## config.mk

```make
export PLATFORM = sky130hd
export DESIGN_NAME = sbus_frame_receiver
export DESIGN_NICKNAME = d
export VERILOG_FILES = /design/src/hw/rtl/sbfr_pkg.sv /design/src/hw/rtl/sbfr_byte_cell.sv /design/src/hw/rtl/sbfr_byte_chain.sv /design/src/hw/rtl/sbus_frame_receiver.sv
export SDC_FILE = /design/constraint.sdc
export NUM_CORES = 1
export LEC_CHECK = 0
export ABC_AREA = 1
export BUFFER_PORTS_ARGS = -buffer_cell sky130_fd_sc_hd__clkbuf_2
export CAP_MARGIN = 20
export CORE_MARGIN = 8
export CORE_UTILIZATION = 35
export DETAILED_ROUTE_END_ITERATION = 16
export PLACE_DENSITY = 0.56
export SLEW_MARGIN = 20
export SYNTH_ARGS = -nofsm -noshare
export SYNTH_HDL_FRONTEND = slang
export SYNTH_HIERARCHICAL = 1
export SYNTH_SLANG_ARGS = --single-unit
```

## constraint.sdc

```tcl
create_clock -name clk -period 24.6 [get_ports clk]
set_clock_uncertainty 0.15 [all_clocks]
set_input_delay 2.46 -clock clk [delete_from_list [all_inputs] [get_ports clk]]
set_output_delay 2.46 -clock clk [all_outputs]
set_load 0.03 [all_outputs]
```

## src/hw/rtl/sbfr_pkg.sv

```systemverilog
// ----------------------------------------------------------------------------
// Frame receiver package
// Types, constants and register indexes shared by the frame receiver modules.
// ----------------------------------------------------------------------------
package sbfr_pkg;

  localparam int FRAME_BYTES = 24;
  localparam int IDX_W       = 5;
  localparam int CHAN_W      = 11;
  localparam int CFG_INDEX_W = 3;

  typedef logic [7:0]        byte_t;
  typedef logic [CHAN_W-1:0] chan_t;
  typedef logic [IDX_W-1:0]  index_t;

  localparam byte_t  HEADER_BYTE  = 8'h0F;
  localparam chan_t  CHAN_RESET   = 11'd1000;
  localparam byte_t  COUNT_MAX    = 8'hFF;
  localparam index_t LAST_INDEX   = IDX_W'(FRAME_BYTES - 1);

  localparam byte_t FOOTER_FIRST_RESET  = 8'h02;
  localparam byte_t FOOTER_SECOND_RESET = 8'h00;
  localparam byte_t FAILSAFE_RESET      = 8'h0C;
  localparam byte_t LOSS_LIMIT_RESET    = 8'd100;

  typedef enum logic [CFG_INDEX_W-1:0] {
    REG_FOOTER_FIRST  = 3'd0,
    REG_FOOTER_SECOND = 3'd1,
    REG_FAILSAFE_CODE = 3'd2,
    REG_LOSS_LIMIT    = 3'd3
  } cfg_reg_t;

  typedef enum logic {
    CMD_BYTE = 1'b0,
    CMD_TICK = 1'b1
  } cmd_t;

  typedef struct packed {
    logic       frame_done;
    chan_t      chan_zero;
    chan_t      chan_one;
    chan_t      chan_two;
    chan_t      chan_three;
    logic [3:0] left_switch_pos;
    logic [4:0] right_switch_pos;
    byte_t      wheel_value;
    logic       link_ok;
  } result_t;

endpackage

```

## src/hw/rtl/sbfr_byte_cell.sv

```systemverilog
// ----------------------------------------------------------------------------
// Frame byte cell
// One byte of frame storage that takes its neighbour's byte on each shift.
// ----------------------------------------------------------------------------
module sbfr_byte_cell (
  input  logic            clk,
  input  logic            shift,
  input  sbfr_pkg::byte_t d,
  output sbfr_pkg::byte_t q
);
  import sbfr_pkg::*;

  byte_t data;

  always_ff @(posedge clk) begin
    if (shift) begin
      data <= d;
    end
  end

  assign q = data;

endmodule

```

## src/hw/rtl/sbfr_byte_chain.sv

```systemverilog
// ----------------------------------------------------------------------------
// Frame byte chain
// A row of byte cells; each frame byte enters the first cell and moves one
// cell further with every following frame byte.
// ----------------------------------------------------------------------------
module sbfr_byte_chain (
  input  logic            clk,
  input  logic            shift,
  input  sbfr_pkg::byte_t din,
  output sbfr_pkg::byte_t taps [sbfr_pkg::FRAME_BYTES]
);
  import sbfr_pkg::*;

  byte_t links [FRAME_BYTES+1];

  assign links[0] = din;

  for (genvar i = 0; i < FRAME_BYTES; i++) begin : g_cell
    sbfr_byte_cell u_cell (
      .clk   (clk),
      .shift (shift),
      .d     (links[i]),
      .q     (links[i+1])
    );
    assign taps[i] = links[i+1];
  end

endmodule

```

## src/hw/rtl/sbus_frame_receiver.sv

```systemverilog
// ----------------------------------------------------------------------------
// Frame receiver
// Hunts for the header, shifts the frame bytes through a chain of byte cells,
// checks the footer and unpacks channels, switches, wheel and link state.
// ----------------------------------------------------------------------------
// An accepted word's result word is registered in the output register, or in
// the skid register while the output is held. Throughput: one word per cycle
// while the skid register is empty; the two registers let a new word enter while a result is still waiting.
// Reset clears control state, loads the register defaults and sets the held
// channels to 1000; the frame cells are not cleared.
module sbus_frame_receiver (
  input  logic                                clk,
  input  logic                                rst,
  input  logic                                cfg_we,
  input  logic [sbfr_pkg::CFG_INDEX_W-1:0]    cfg_index,
  input  logic [7:0]                          cfg_data,
  input  logic                                item_valid,
  output logic                                item_stall,
  input  logic                                cmd,
  input  logic [7:0]                          rx_byte,
  output logic                                result_valid,
  input  logic                                result_stall,
  output logic                                frame_done,
  output logic [10:0]                         chan_zero,
  output logic [10:0]                         chan_one,
  output logic [10:0]                         chan_two,
  output logic [10:0]                         chan_three,
  output logic [3:0]                          left_switch_pos,
  output logic [4:0]                          right_switch_pos,
  output logic [7:0]                          wheel_value,
  output logic                                link_ok
);
  import sbfr_pkg::*;

  byte_t footer_first, footer_second, failsafe_code, loss_limit;

  logic   in_frame, in_frame_next;
  index_t byte_index, byte_index_next;
  byte_t  loss_count, loss_count_next;
  logic   link_alive, link_alive_next;
  chan_t  chan_held [4];
  chan_t  chan_held_next [4];
  logic [3:0] left_held, left_held_next;
  logic [4:0] right_held, right_held_next;
  byte_t      wheel_held, wheel_held_next;
  logic       done_next;

  logic    accept, shift;
  byte_t   taps [FRAME_BYTES];
  byte_t   fb [FRAME_BYTES-1];
  byte_t   count_inc;
  result_t result_next, main_word, skid_word;
  logic    skid_valid;

  assign accept     = item_valid && !item_stall;
  assign item_stall = skid_valid;
  assign shift      = accept && (cmd == CMD_BYTE) && in_frame;

  sbfr_byte_chain u_chain (
    .clk   (clk),
    .shift (shift),
    .din   (rx_byte),
    .taps  (taps)
  );

  // Before the final byte shifts in, frame byte k sits in cell FRAME_BYTES-2-k.
  for (genvar k = 0; k < FRAME_BYTES - 1; k++) begin : g_fb
    assign fb[k] = taps[FRAME_BYTES-2-k];
  end

  always_ff @(posedge clk) begin
    if (rst) begin
      footer_first  <= FOOTER_FIRST_RESET;
      footer_second <= FOOTER_SECOND_RESET;
      failsafe_code <= FAILSAFE_RESET;
      loss_limit    <= LOSS_LIMIT_RESET;
    end else if (cfg_we) begin
      case (cfg_index)
        REG_FOOTER_FIRST:  footer_first  <= cfg_data;
        REG_FOOTER_SECOND: footer_second <= cfg_data;
        REG_FAILSAFE_CODE: failsafe_code <= cfg_data;
        REG_LOSS_LIMIT:    loss_limit    <= cfg_data;
        default: ;
      endcase
    end
  end

  assign count_inc = (loss_count == COUNT_MAX) ? COUNT_MAX : loss_count + 8'd1;

  always_comb begin
    in_frame_next   = in_frame;
    byte_index_next = byte_index;
    loss_count_next = loss_count;
    link_alive_next = link_alive;
    chan_held_next  = chan_held;
    left_held_next  = left_held;
    right_held_next = right_held;
    wheel_held_next = wheel_held;
    done_next       = 1'b0;
    if (cmd == CMD_TICK) begin
      if (count_inc > loss_limit) begin
        loss_count_next = loss_limit;
        link_alive_next = 1'b0;
      end else begin
        loss_count_next = count_inc;
      end
    end else if (!in_frame) begin
      if (rx_byte == HEADER_BYTE) begin
        in_frame_next   = 1'b1;
        byte_index_next = '0;
      end
    end else if (byte_index == LAST_INDEX) begin
      in_frame_next   = 1'b0;
      byte_index_next = '0;
      if (rx_byte == footer_first || rx_byte == footer_second) begin
        done_next         = 1'b1;
        chan_held_next[0] = {fb[1][2:0], fb[0]};
        chan_held_next[1] = {fb[2][5:0], fb[1][7:3]};
        chan_held_next[2] = {fb[4][0], fb[3], fb[2][7:6]};
        chan_held_next[3] = {fb[5][3:0], fb[4][7:1]};
        left_held_next    = fb[9][3:0];
        right_held_next   = {1'b0, fb[6][3:0]} + 5'd1;
        wheel_held_next   = fb[10];
        if (fb[22] == failsafe_code) begin
          link_alive_next = 1'b0;
        end else begin
          loss_count_next = '0;
          link_alive_next = 1'b1;
        end
      end
    end else begin
      byte_index_next = byte_index + 5'd1;
    end
  end

  always_comb begin
    result_next.frame_done       = done_next;
    result_next.chan_zero        = chan_held_next[0];
    result_next.chan_one         = chan_held_next[1];
    result_next.chan_two         = chan_held_next[2];
    result_next.chan_three       = chan_held_next[3];
    result_next.left_switch_pos  = left_held_next;
    result_next.right_switch_pos = right_held_next;
    result_next.wheel_value      = wheel_held_next;
    result_next.link_ok          = link_alive_next;
  end

  always_ff @(posedge clk) begin
    if (rst) begin
      in_frame   <= 1'b0;
      byte_index <= '0;
      loss_count <= '0;
      link_alive <= 1'b0;
      chan_held  <= '{default: CHAN_RESET};
      left_held  <= '0;
      right_held <= '0;
      wheel_held <= '0;
    end else if (accept) begin
      in_frame   <= in_frame_next;
      byte_index <= byte_index_next;
      loss_count <= loss_count_next;
      link_alive <= link_alive_next;
      chan_held  <= chan_held_next;
      left_held  <= left_held_next;
      right_held <= right_held_next;
      wheel_held <= wheel_held_next;
    end
  end

  always_ff @(posedge clk) begin
    if (rst) begin
      result_valid <= 1'b0;
      skid_valid   <= 1'b0;
    end else if (!result_valid || !result_stall) begin
      if (skid_valid) begin
        result_valid <= 1'b1;
        skid_valid   <= 1'b0;
      end else begin
        result_valid <= accept;
      end
    end else if (accept) begin
      skid_valid <= 1'b1;
    end
  end

  always_ff @(posedge clk) begin
    if (!result_valid || !result_stall) begin
      if (skid_valid) begin
        main_word <= skid_word;
      end else if (accept) begin
        main_word <= result_next;
      end
    end else if (accept) begin
      skid_word <= result_next;
    end
  end

  assign frame_done       = main_word.frame_done;
  assign chan_zero        = main_word.chan_zero;
  assign chan_one         = main_word.chan_one;
  assign chan_two         = main_word.chan_two;
  assign chan_three       = main_word.chan_three;
  assign left_switch_pos  = main_word.left_switch_pos;
  assign right_switch_pos = main_word.right_switch_pos;
  assign wheel_value      = main_word.wheel_value;
  assign link_ok          = main_word.link_ok;

endmodule

```

==> reports/qor.yml <==
antenna_found_initial: 1
p_seq_share_pct: 51.5
multi_input_area_mm2: 0.00359
power.switching_w: 0.000334
synth_area_mm2: 0.0159
grt_max_degree: 88
diodes: 0
slew_headroom_pct: 30.1
cts_inserted_buffers: 44
dp.cells: 1996
path_class: "input pin to register"
swShare_pct: 21.9
tritoncts: "done"
timing.fmax_mhz: 176
reg2reg_depth: 8
vias: 9701
drt_iter0_drc: 846
ys.warnings.count: 6
port_buffers: 89
endpoint_kind: "register"
postCtsSetupBuffers: 0
avgSynthCellArea_um2: 11.7
wl_per_cell_um: 15.6
cts.htree.levels: 2
routed_wl_um: 32300
tightestPinTransition_ns: 1.05
cts.hold.buffers_added: 0
hold_violations: 0
crit_required_ns: 24.62
power.internal_w: 0.00119
antenna_left: 0
leakage_nw: 7.12
synthesis.nets: 1393
die_h_um: 229
globalplace.congestion: 0.803
pwr-share-comb_pct: 5.4
drive_above_1_share_pct: 12.2
dr.pass1.iters: 5
worstHoldPathType: "register to register"
core-area_mm2: 0.0451
synth_cells: 1357
gr-total-overflow: 0
post-route-period-util_pct: 23.1
cts_resized: 0
stdcell_count: 2076
r2r_start: "item_stall$_SDFFE_PP0P_"
drc_errors: 0
fill_cells: 4310
register_area_mm2: 0.0115
worstHoldStart: "u_chain/g_cell[14].u_cell/q[3]$_DFFE_PP_"
tns_ns: 0
vias_per_cell: 4.67
peakVddDrop_mv: 0.0438
status: "completed"
post-dp-hpwl_um: 19500
cp_max_fo: 74
final_max_slew_viol_count: 0
setup_viol: 0
path_clk_slew_ns: 0.06
crit_arrival_ns: 5.70
powerDensity_mw_per_mm2: 83.1
clock-root-buffer: "clkbuf_16"
clock-sinks: 420
startpoint: "item_valid"
ioPinCount: 90
nNetsFinal: 1478
dieArea_mm2: 0.0525
start_kind: "input pin"
maxCapViolCount: 0
syn_to_final_growth_pct: 15.5
hold_depth: 0
rows: 78
grt_pass1_vias: 9354
fin_crit_ns: 5.68
start_util_pct: 35.2
grt_usage_pct: 12.0
cts.path.max_buffers: 3
clock_latency_ns: 0.56
grt_pass1_wl_um: 51700
die_w_um: 229
rsz0062_at_grt: "no"
clkPwrFrac_pct: 43.1
registers in the layout (all words and copies together), names as in the netlist, 4 cells and up:
| name | cells |
|---|---|
| chan_held | 44 |
| skid_word | 63 |
| failsafe_code | 8 |
| left_held | 4 |
| right_switch_pos | 5 |
| u_chain/g_cell.u_cell/q | 184 |
| right_held | 5 |
| chan_three | 11 |
| chan_zero | 11 |
| chan_one | 11 |
| wheel_held | 8 |
| loss_count | 8 |
| footer_first | 8 |
| wheel_value | 8 |
| chan_two | 11 |
| footer_second | 8 |
| left_switch_pos | 4 |
| loss_limit | 8 |
| byte_index | 5 |
metal layers:
layer | vias to the layer above | global-route usage [%] | wire length (um)
li1 | 4851 | - | -
met1 | 4575 | 15.6 | 14600
met4 | 2 | 3.35 | 696
met5 | - | 0 | 15
met2 | 216 | 19.5 | 15000
met3 | 57 | 3.33 | 1990
power by group through the flow:
stage	registers [W]	clock network, W	logic, W
5_1_grt	0.000787	0.000702	0.0000930
3_5_place_dp	0.000801	0	0.0000840
3_3_place_gp	0.000800	0	0.0000822
2_1_floorplan	0.000816	0	0.0000413
6_report	0.000785	0.000656	0.0000827
4_1_cts	0.000786	0.000675	0.0000843
cell type report:
cell class	instances	share of cell area, %
multi-input combinational	739	19.6
sequential	420	62.8
timing repair buffer	101	2.92
inverter	136	2.78
clock inverter	17	1.01
clock buffer	63	6.89
tap	600	4.09
cells in the final DEF (no fill, tap or decap), types with 2 or more instances in the layout:
cell type / n
nor2_4: 4
a21oi_1: 58
o21ai_2: 4
dfxtp_1: 109
a31oi_1: 37
clkbuf_8: 7
inv_1: 129
buf_4: 12
clkinv_2: 3
o21ai_0: 78
xor2_1: 3
ha_1: 11
bufinv_16: 3
clkbuf_16: 45
nand3_1: 32
nor2_1: 162
clkinv_1: 12
clkbuf_1: 11
edfxtp_1: 310
o21ai_1: 68
nor3_1: 4
nand2_2: 2
xnor2_1: 20
nand4_1: 39
nand2_1: 207
clkbuf_2: 89
inv_2: 4
nor4_1: 2
critical path: stages:
cell and delay [ns]:
clkbuf_2 0.09, inv_1 0.06, nor2_4 0.07, buf_4 0.45, inv_2 0.46, nor2_1 0.27
inv_1 0.11, nor2_4 0.09, buf_4 0.70, buf_4 0.80
through the flow:
| stage | cell area, um^2 | setup WS (ns) | hold WS [ns] | util, % | power, W |
|---|---|---|---|---|---|
| 2_1_floorplan | 15900 | 12.67 | 0.250 | - | 0.000857 |
| 3_3_place_gp | 16900 | 18.38 | 0.251 | 37.5 | 0.000882 |
| 3_5_place_dp | 16900 | 18.35 | 0.255 | 37.5 | 0.000885 |
| 4_1_cts | 18300 | 18.93 | 0.237 | 40.7 | 0.00155 |
| 5_1_grt | 18300 | 18.64 | 0.255 | 40.7 | 0.00158 |
| 6_report | 18300 | 18.92 | 0.243 | 40.7 | 0.00152 |
path summary, 6_finish.rpt:
check	endpoint	slack [ns]
max reg2reg	u_chain/g_cell[10].u_cell/q[4]$_DFFE_PP_	20.63
min reg2reg	u_chain/g_cell[15].u_cell/q[3]$_DFFE_PP_	0.24
min	u_chain/g_cell[15].u_cell/q[3]$_DFFE_PP_	0.24
max	u_chain/g_cell[10].u_cell/q[4]$_DFFE_PP_	18.92
Power figures use the tool's default switching activity.
